==> src/rtl/srm_pkg.sv <==
// Shared constants, codes and types of the sensor running-average monitor.
`timescale 1ns / 1ps

package srm_pkg;

    localparam int MAX_SENSORS = 16;
    localparam int WINDOW_LEN  = 8;

    localparam int IDX_W   = (MAX_SENSORS > 1) ? $clog2(MAX_SENSORS) : 1;
    localparam int CNT_W   = $clog2(MAX_SENSORS + 1);
    localparam int POS_W   = (WINDOW_LEN > 1) ? $clog2(WINDOW_LEN) : 1;
    localparam int WCNT_W  = $clog2(WINDOW_LEN + 1);
    localparam int WIN_DEPTH = MAX_SENSORS * WINDOW_LEN;
    localparam int WIN_AW  = (WIN_DEPTH > 1) ? $clog2(WIN_DEPTH) : 1;
    localparam int SUM_W   = 17 + $clog2(WINDOW_LEN);

    localparam logic signed [15:0] EMPTY_SAMPLE = -16'sd4800;
    localparam logic signed [15:0] VALID_FLOOR  = -16'sd4400;
    localparam logic signed [15:0] MAX_TEMP_RST = 16'sd400;
    localparam logic signed [15:0] MIN_TEMP_RST = 16'sd160;

    typedef enum logic [1:0] {
        OP_REGISTER = 2'd0,
        OP_SAMPLE   = 2'd1,
        OP_CLEAR    = 2'd2,
        OP_NONE     = 2'd3
    } op_t;

    typedef enum logic [2:0] {
        ST_NORMAL     = 3'd0,
        ST_HOT        = 3'd1,
        ST_COLD       = 3'd2,
        ST_UNKNOWN    = 3'd3,
        ST_FULL       = 3'd4,
        ST_REGISTERED = 3'd5,
        ST_CLEARED    = 3'd6
    } status_t;

    typedef enum logic [0:0] {
        CFG_MAX_TEMP = 1'b0,
        CFG_MIN_TEMP = 1'b1
    } cfg_idx_t;

    typedef struct packed {
        logic [POS_W-1:0] pos;
        logic [31:0]      last_time;
        logic [15:0]      room;
        logic [15:0]      id;
    } entry_t;

endpackage

==> src/rtl/srm_ram.sv <==
// Generic simple dual-port RAM with one write port and a registered read port.
`timescale 1ns / 1ps

module srm_ram #(
    parameter int WIDTH = 16,
    parameter int DEPTH = 16,
    localparam int AW = (DEPTH > 1) ? $clog2(DEPTH) : 1
) (
    input  logic             clk,
    input  logic             we,
    input  logic [AW-1:0]    waddr,
    input  logic [WIDTH-1:0] wdata,
    input  logic [AW-1:0]    raddr,
    output logic [WIDTH-1:0] rdata
);

    logic [WIDTH-1:0] mem [DEPTH];

    always_ff @(posedge clk)
    begin
        if (we)
        begin
            mem[waddr] <= wdata;
        end
        rdata <= mem[raddr];
    end

endmodule

==> src/rtl/sensor_running_average_monitor_core.sv <==
// Top level of the sensor running-average monitor: sensor table, window memory, control.
//
//  channel | direction | transfer
//  s_*     | in        | s_tvalid & s_tready: op in tuser, sensor/room/time/temperature in tdata
//  m_*     | out       | m_tvalid & m_tready: status in tuser, sensor/room/average in tdata
//  cfg_*   | in        | cfg_we: threshold write at cfg_index
//
// Register: fills the new window, one window word a cycle; skipped with a full table.
// Sample hit on entry k: id scan up to k, window sum, shift divide, compare.
//   Unknown id: the scan checks every entry, none if the table is empty. Clear: no scan or fill.
// Reset empties the table through the fill count alone; no clearing pass.
// A result waits in the output register while the next item is taken; the block
// holds its last step until that register is free.
`timescale 1ns / 1ps

module sensor_running_average_monitor_core (
    input  logic        clk,
    input  logic        rst_n,
    input  logic        s_tvalid,
    output logic        s_tready,
    input  logic [79:0] s_tdata,   // sensor_id, room_id, sample_time, temperature
    input  logic [1:0]  s_tuser,   // op
    output logic        m_tvalid,
    input  logic        m_tready,
    output logic [47:0] m_tdata,   // out_sensor_id, out_room_id, average
    output logic [2:0]  m_tuser,   // status
    input  logic        cfg_we,
    input  logic [0:0]  cfg_index,
    input  logic [15:0] cfg_wdata
);

    typedef enum logic [7:0] {
        S_IDLE   = 8'b0000_0001,
        S_FILL   = 8'b0000_0010,
        S_SEARCH = 8'b0000_0100,
        S_UPDATE = 8'b0000_1000,
        S_SUM    = 8'b0001_0000,
        S_DIV    = 8'b0010_0000,
        S_RES    = 8'b0100_0000,
        S_DONE   = 8'b1000_0000
    } state_t;

    state_t state_reg, state_next;

    logic signed [15:0] max_temp_reg, min_temp_reg;
    logic [srm_pkg::CNT_W-1:0]  cnt_reg;
    logic [srm_pkg::IDX_W-1:0]  scan_reg, chk_reg, idx_reg;
    logic                       chk_vld_reg;
    logic [srm_pkg::POS_W-1:0]  fill_reg, pos_reg;
    logic [srm_pkg::WCNT_W-1:0] rd_cnt_reg;
    logic                       acc_vld_reg;
    logic                       m_tvalid_reg;

    logic [15:0]               sid_reg, room_reg;
    logic [31:0]               time_reg;
    logic signed [15:0]        temp_reg;
    logic signed [srm_pkg::SUM_W-1:0] sum_reg;
    logic [srm_pkg::SUM_W-1:0] dv_reg;
    logic                      neg_reg;
    srm_pkg::status_t          res_status_reg;
    logic [15:0]               res_sid_reg, res_room_reg, res_avg_reg;
    logic [47:0]               m_tdata_reg;
    logic [2:0]                m_tuser_reg;

    srm_pkg::entry_t            ent_wdata, ent_rdata;
    logic                       ent_we;
    logic [srm_pkg::IDX_W-1:0]  ent_waddr;
    logic                       win_we;
    logic [srm_pkg::WIN_AW-1:0] win_waddr, win_raddr;
    logic [15:0]                win_wdata, win_rdata;

    srm_pkg::op_t       in_op;
    logic               accept;
    logic               table_full;
    logic               last_fill;
    logic               id_hit;
    logic               last_chk;
    logic [srm_pkg::IDX_W-1:0] scan_inc;
    logic [srm_pkg::POS_W-1:0] new_pos;
    logic [srm_pkg::WIN_AW-1:0] slot_base, idx_base;
    logic signed [15:0]        avg_val;
    logic                      out_free;
    logic signed [15:0]        win_sample;

    assign in_op      = srm_pkg::op_t'(s_tuser);
    assign s_tready   = (state_reg == S_IDLE);
    assign accept     = s_tvalid && s_tready;
    assign table_full = (cnt_reg >= srm_pkg::CNT_W'(srm_pkg::MAX_SENSORS));
    assign last_fill  = (fill_reg == srm_pkg::POS_W'(srm_pkg::WINDOW_LEN - 1));
    assign id_hit     = chk_vld_reg && (ent_rdata.id == sid_reg);
    assign last_chk   = chk_vld_reg && ((srm_pkg::CNT_W'(chk_reg) + 1'b1) == cnt_reg);
    assign scan_inc   = (scan_reg == srm_pkg::IDX_W'(srm_pkg::MAX_SENSORS - 1)) ?
                        '0 : scan_reg + 1'b1;
    assign new_pos    = (pos_reg == srm_pkg::POS_W'(srm_pkg::WINDOW_LEN - 1)) ?
                        '0 : pos_reg + 1'b1;
    assign slot_base  = srm_pkg::WIN_AW'(cnt_reg) * srm_pkg::WIN_AW'(srm_pkg::WINDOW_LEN);
    assign idx_base   = srm_pkg::WIN_AW'(idx_reg) * srm_pkg::WIN_AW'(srm_pkg::WINDOW_LEN);
    assign avg_val    = neg_reg ? 16'(~dv_reg + 1'b1) : 16'(dv_reg);
    assign out_free   = !m_tvalid_reg || m_tready;
    assign win_sample = win_rdata;

    always_comb
    begin
        ent_we    = 1'b0;
        ent_waddr = idx_reg;
        ent_wdata = '{pos: new_pos, last_time: time_reg, room: room_reg, id: sid_reg};
        win_we    = 1'b0;
        win_waddr = idx_base + srm_pkg::WIN_AW'(new_pos);
        win_wdata = temp_reg;
        win_raddr = idx_base + srm_pkg::WIN_AW'(rd_cnt_reg[srm_pkg::POS_W-1:0]);
        case (state_reg)
            S_IDLE:
            begin
                ent_we    = accept && (in_op == srm_pkg::OP_REGISTER) && !table_full;
                ent_waddr = srm_pkg::IDX_W'(cnt_reg);
                ent_wdata = '{pos: '0, last_time: '0, room: s_tdata[31:16],
                              id: s_tdata[15:0]};
            end
            S_FILL:
            begin
                win_we    = 1'b1;
                win_waddr = slot_base + srm_pkg::WIN_AW'(fill_reg);
                win_wdata = srm_pkg::EMPTY_SAMPLE;
            end
            S_UPDATE:
            begin
                ent_we = 1'b1;
                win_we = 1'b1;
            end
            default:
            begin
            end
        endcase
    end

    always_comb
    begin
        state_next = state_reg;
        case (state_reg)
            S_IDLE:
            begin
                if (accept)
                begin
                    case (in_op)
                        srm_pkg::OP_REGISTER: state_next = table_full ? S_DONE : S_FILL;
                        srm_pkg::OP_SAMPLE:   state_next = (cnt_reg == '0) ? S_DONE : S_SEARCH;
                        srm_pkg::OP_CLEAR:    state_next = S_DONE;
                        default:              state_next = S_IDLE;
                    endcase
                end
            end
            S_FILL:   state_next = last_fill ? S_DONE : S_FILL;
            S_SEARCH:
            begin
                if (id_hit)
                begin
                    state_next = S_UPDATE;
                end
                else if (last_chk)
                begin
                    state_next = S_DONE;
                end
            end
            S_UPDATE: state_next = S_SUM;
            S_SUM:
            begin
                if ((rd_cnt_reg == srm_pkg::WCNT_W'(srm_pkg::WINDOW_LEN)) && !acc_vld_reg)
                begin
                    state_next = S_DIV;
                end
            end
            S_DIV:    state_next = S_RES;
            S_RES:    state_next = S_DONE;
            S_DONE:   state_next = out_free ? S_IDLE : S_DONE;
            default:  state_next = S_IDLE;
        endcase
    end

    always_ff @(posedge clk or negedge rst_n)
    begin
        if (!rst_n)
        begin
            state_reg    <= S_IDLE;
            max_temp_reg <= srm_pkg::MAX_TEMP_RST;
            min_temp_reg <= srm_pkg::MIN_TEMP_RST;
            cnt_reg      <= '0;
            scan_reg     <= '0;
            chk_reg      <= '0;
            chk_vld_reg  <= 1'b0;
            idx_reg      <= '0;
            fill_reg     <= '0;
            rd_cnt_reg   <= '0;
            acc_vld_reg  <= 1'b0;
            m_tvalid_reg <= 1'b0;
        end
        else
        begin
            state_reg <= state_next;
            if (cfg_we)
            begin
                case (srm_pkg::cfg_idx_t'(cfg_index))
                    srm_pkg::CFG_MAX_TEMP: max_temp_reg <= cfg_wdata;
                    srm_pkg::CFG_MIN_TEMP: min_temp_reg <= cfg_wdata;
                    default:
                    begin
                    end
                endcase
            end
            case (state_reg)
                S_IDLE:
                begin
                    fill_reg    <= '0;
                    scan_reg    <= '0;
                    chk_vld_reg <= 1'b0;
                    if (accept && (in_op == srm_pkg::OP_CLEAR))
                    begin
                        cnt_reg <= '0;
                    end
                end
                S_FILL:
                begin
                    fill_reg <= fill_reg + 1'b1;
                    if (last_fill)
                    begin
                        cnt_reg <= cnt_reg + 1'b1;
                    end
                end
                S_SEARCH:
                begin
                    scan_reg    <= scan_inc;
                    chk_reg     <= scan_reg;
                    chk_vld_reg <= 1'b1;
                    if (id_hit)
                    begin
                        idx_reg <= chk_reg;
                    end
                end
                S_UPDATE:
                begin
                    rd_cnt_reg  <= '0;
                    acc_vld_reg <= 1'b0;
                end
                S_SUM:
                begin
                    if (rd_cnt_reg != srm_pkg::WCNT_W'(srm_pkg::WINDOW_LEN))
                    begin
                        rd_cnt_reg  <= rd_cnt_reg + 1'b1;
                        acc_vld_reg <= 1'b1;
                    end
                    else
                    begin
                        acc_vld_reg <= 1'b0;
                    end
                end
                S_DONE:
                begin
                    if (out_free)
                    begin
                        m_tvalid_reg <= 1'b1;
                    end
                end
                default:
                begin
                end
            endcase
            if ((state_reg != S_DONE) && m_tready)
            begin
                m_tvalid_reg <= 1'b0;
            end
        end
    end

    always_ff @(posedge clk)
    begin
        case (state_reg)
            S_IDLE:
            begin
                if (accept)
                begin
                    sid_reg      <= s_tdata[15:0];
                    room_reg     <= s_tdata[31:16];
                    time_reg     <= s_tdata[63:32];
                    temp_reg     <= s_tdata[79:64];
                    res_sid_reg  <= s_tdata[15:0];
                    res_room_reg <= '0;
                    res_avg_reg  <= '0;
                    case (in_op)
                        srm_pkg::OP_REGISTER:
                        begin
                            res_status_reg <= table_full ? srm_pkg::ST_FULL :
                                              srm_pkg::ST_REGISTERED;
                            if (!table_full)
                            begin
                                res_room_reg <= s_tdata[31:16];
                            end
                        end
                        srm_pkg::OP_SAMPLE: res_status_reg <= srm_pkg::ST_UNKNOWN;
                        default:
                        begin
                            res_status_reg <= srm_pkg::ST_CLEARED;
                            res_sid_reg    <= '0;
                        end
                    endcase
                end
            end
            S_SEARCH:
            begin
                if (id_hit)
                begin
                    room_reg     <= ent_rdata.room;
                    pos_reg      <= ent_rdata.pos;
                    res_room_reg <= ent_rdata.room;
                end
            end
            S_UPDATE:
            begin
                sum_reg <= '0;
            end
            S_SUM:
            begin
                if (acc_vld_reg && (win_sample > srm_pkg::VALID_FLOOR))
                begin
                    sum_reg <= sum_reg + srm_pkg::SUM_W'(win_sample);
                end
                neg_reg <= sum_reg[srm_pkg::SUM_W-1];
                dv_reg  <= sum_reg[srm_pkg::SUM_W-1] ? (~sum_reg + 1'b1) : sum_reg;
            end
            S_DIV:
            begin
                dv_reg <= dv_reg / srm_pkg::SUM_W'(srm_pkg::WINDOW_LEN);
            end
            S_RES:
            begin
                res_avg_reg <= avg_val;
                if (avg_val > max_temp_reg)
                begin
                    res_status_reg <= srm_pkg::ST_HOT;
                end
                else if (avg_val < min_temp_reg)
                begin
                    res_status_reg <= srm_pkg::ST_COLD;
                end
                else
                begin
                    res_status_reg <= srm_pkg::ST_NORMAL;
                end
            end
            S_DONE:
            begin
                if (out_free)
                begin
                    m_tdata_reg <= {res_avg_reg, res_room_reg, res_sid_reg};
                    m_tuser_reg <= res_status_reg;
                end
            end
            default:
            begin
            end
        endcase
    end

    assign m_tvalid = m_tvalid_reg;
    assign m_tdata  = m_tdata_reg;
    assign m_tuser  = m_tuser_reg;

    srm_ram #(
        .WIDTH ($bits(srm_pkg::entry_t)),
        .DEPTH (srm_pkg::MAX_SENSORS)
    ) u_entry_ram (
        .clk   (clk),
        .we    (ent_we),
        .waddr (ent_waddr),
        .wdata (ent_wdata),
        .raddr (scan_reg),
        .rdata (ent_rdata)
    );

    srm_ram #(
        .WIDTH (16),
        .DEPTH (srm_pkg::WIN_DEPTH)
    ) u_window_ram (
        .clk   (clk),
        .we    (win_we),
        .waddr (win_waddr),
        .wdata (win_wdata),
        .raddr (win_raddr),
        .rdata (win_rdata)
    );

endmodule
==> config.mk <==
export PLATFORM = sky130hd
export DESIGN_NAME = sensor_running_average_monitor_core
export DESIGN_NICKNAME = d
export VERILOG_FILES = /design/src/rtl/srm_pkg.sv /design/src/rtl/srm_ram.sv /design/src/rtl/sensor_running_average_monitor_core.sv
export SDC_FILE = /design/constraint.sdc
export NUM_CORES = 2
export LEC_CHECK = 0
export BUFFER_PORTS_ARGS = -buffer_cell sky130_fd_sc_hd__buf_2
export CAP_MARGIN = 20
export CORE_ASPECT_RATIO = 0.8
export CORE_UTILIZATION = 42
export CTS_CLUSTER_DIAMETER = 50
export DETAILED_ROUTE_END_ITERATION = 7
export SETUP_SLACK_MARGIN = 0.1
export SLEW_MARGIN = 5
export SYNTH_ARGS = -nofsm -noshare
export SYNTH_HDL_FRONTEND = slang
export SYNTH_SLANG_ARGS = --single-unit
export TNS_END_PERCENT = 100
==> constraint.sdc <==
create_clock -name clk -period 11.55 [get_ports clk]
set_input_delay 2.31 -clock clk [delete_from_list [all_inputs] [get_ports clk]]
set_output_delay 2.31 -clock clk [all_outputs]
set_load 0.03 [all_outputs]
==> out/qor.yml <==
gp_congestion: 0.8125
critical_path_arrival_ns: 5.87
critPathCaptureType: "flip-flop"
placed_cell_area_um2: 119900
grt_pass1_wl_um: 404600
worst_path_largest_cell_delay_ns: 0.76
status: "finished, final reports clean"
grt_use_total_pct: 20.25
hp-class: "reg2reg"
nets: 6619
final_cells: 10291
io_buffer_count: 124
htreeDepth: 5
drc_errors: 0
cts_buffer_depth: 4
nFillCells: 22154
grt_max_degree: 108
synth_top_area_share_pct: 73.72
netlist_top_cells_area: "edfxtp_1 (74%), mux4_2 (8.0%), mux2i_1 (4.6%)"
ys.flop_type: "edfxtp_1"
die_h_um: 468.3
hold_violations: 0
drive_gt1_share_pct: 19.51
ctsHoldBuffers: 0
crit_path_max_fanout: 39
worstMarginPinSlew_ns: 1.129
post_cts_buffers: 0
die_w_um: 584.8
ctsResizeCount: 0
grt.overflow.total: 0
syn2layout_area_growth_pct: 13.34
drv_cap: 0
synth_cell_types: 69
ys_async_sr_fraction_pct: 2.295
first_iter_violations: 6288
synth_top_area_cell: "edfxtp_1"
largest_reg_flops: 2048
synth_nets: 6301
ys_ff_latch: 2920
routed_wl_um: 280700
worst_slack_ns: 6.347
syn_area_um2: 114100
leakagePower_nw: 40.45
vias: 58784
setup_viol: 0
clk_latency_ns: 0.88
path_cells: "buf_4 -> buf_4 -> buf_4 -> mux4_2 -> and2_1 -> a211oi_1 -> a211oi_1 -> a31oi_1 -> nand3_1"
synth_warnings: 0
relSlewSlack_pct: 24.71
synth.most_common_cell: "edfxtp_1"
required_ns: 12.21
cts.clk_slew.worst_paths_ns: 0.06
drtPass1Iterations: 6
synth_edf_count: 2802
dp_slack_ns: 5.954
core_um2: 269300
cts_sinks: 2920
via_per_inst: 5.712
crit_slowest_cell: "buf_4"
cts_root_buffer: "clkbuf_16"
drv_slew: 0
max_freq_mhz: 192.2
rsz0062_at_grt: "no"
skew_ns: 0.07078
drtAntennaViolNets: 0
critPathLaunchType: "flip-flop"
ir_drop_mv: 0.1258
power_density_nw_per_um2: 189.0
antenna_found_initial: 11
design.die.area_um2: 273900
ioPinCount: 157
dp.cells: 9754
wire_per_inst_um: 27.28
fin_crit_ns: 5.203
grt_pass1_vias: 57604
syn_avg_cell_area_um2: 18.61
num_rows: 170
post-route-period-util_pct: 45.05
place_hpwl_um: 162000
fin_area_um2: 129400
cpMostUsedCell: "buf_4"
cts_tree: "yes"
fin_setup_tns_ns: 0
timing_worst_setup_path_type: "reg2reg"
syn_inst: 6134
initial_core_util_pct: 42.39
yosysSeqAreaShare_pct: 76.09
yosys-top-cells-count: "edfxtp_1 (2,802), mux2i_1 (524), nand2_1 (444)"
hold_slack_ns: 0.4160
numCtsBuffers: 298
-- worst max-delay path, delay by kind of cell (launching register included) --
kind / cells / cell delay (ns)
buffers and inverters: 3 / 1.97
multiplexers: 1 / 0.55
AO/OA/AOI/OAI: 3 / 1.26
flip-flops: 1 / 0.68
AND/OR/NAND/NOR: 2 / 0.43
-- per-stage QoR --
stage	util [%]	total power, mW
detailed placement	44.53	15.43
finish	48.04	24.45
floorplan	-	14.47
global placement	44.53	15.31
global route	48.04	25.21
CTS	47.97	24.64
-- layout make-up --
type | instances | area [µm²] | share of cell area (%)
inverter | 56 | 212.7 | 0.1644
antenna | 2 | 5.005 | 0.003869
clock buffer | 384 | 8016 | 6.197
multi-input combinational | 2839 | 26140 | 20.21
clock inverter | 141 | 1259 | 0.9730
sequential | 2920 | 86860 | 67.15
timing repair buffer | 337 | 2351 | 1.817
tap | 3612 | 4519 | 3.493
-- final timing paths --
check,start,depth (start not counted),slack [ns],to
hold / removal,u_entry_ram.rdata[65],0,0.42,pos_reg[1]
setup reg to reg,rd_cnt_reg[0],9,6.35,u_window_ram.rdata[10]
hold reg to reg,u_entry_ram.rdata[65],0,0.42,pos_reg[1]
setup / recovery,rd_cnt_reg[0],9,6.35,u_window_ram.rdata[10]
min in group asynchronous,rst_n,1,1.27,chk_vld_reg
max in group asynchronous,rst_n,2,9.11,rd_cnt_reg[2]
-- layer usage --
metal  track usage [%]  wire [µm]
met5                 0          0
met1             31.10     128900
met2             30.26     125800
met3             2.956      19330
met4             5.244       6732
-- cell usage in the layout, fill, tap and decap left out, types with 29 or more instances in the layout --
cell       synthesis  routed
buf_2            105     124
a211oi_1          32      32
nor2_2             0      36
nor2_1           226     170
a22oi_1          227     227
nand3_1          111     111
dfrtp_1           61      54
nand2_1          444     440
a22o_1            37      37
clkinv_1           1      55
clkbuf_16          0     303
xor2_1            30      30
o21ai_0          131     128
ha_1              62      62
nand4_1           32      32
and2_1            40      30
inv_1             55      52
clkinv_2           0      31
dfxtp_1           51      51
mux2i_1          524     524
a221oi_1          51      51
mux2_2            39      39
buf_4              0     201
clkbuf_1         181      68
edfxtp_1        2802    2802
a21oi_1          153     153
mux4_2           406     406
xnor2_1           41      41
nor2b_1           32      29
-- logic make-up (layout without fill, tap and decap cells) --
family / after synthesis / after routing / share of synthesized area (%)
simple gates: 976 / 976 / 3.780
flops: 2920 / 2920 / 76.09
compound gates: 760 / 760 / 4.549
mux: 969 / 969 / 12.99
other cells: 0 / 2 / 0
fa+ha+maj: 63 / 63 / 0.6972
buf+inv: 375 / 918 / 1.348
xor+xnor: 71 / 71 / 0.5448
-- power by group --
| part | total, mW | leakage [nW] | internal (mW) | switching, mW |
|---|---|---|---|---|
| logic | 2.15 | 9.31 | 0.394 | 1.76 |
| registers | 13.0 | 26.6 | 12.9 | 0.135 |
| clock network | 9.26 | 4.50 | 5.27 | 3.99 |
| total | 24.5 | 40.5 | 18.6 | 5.89 |
(Power assumes the default switching activity.)
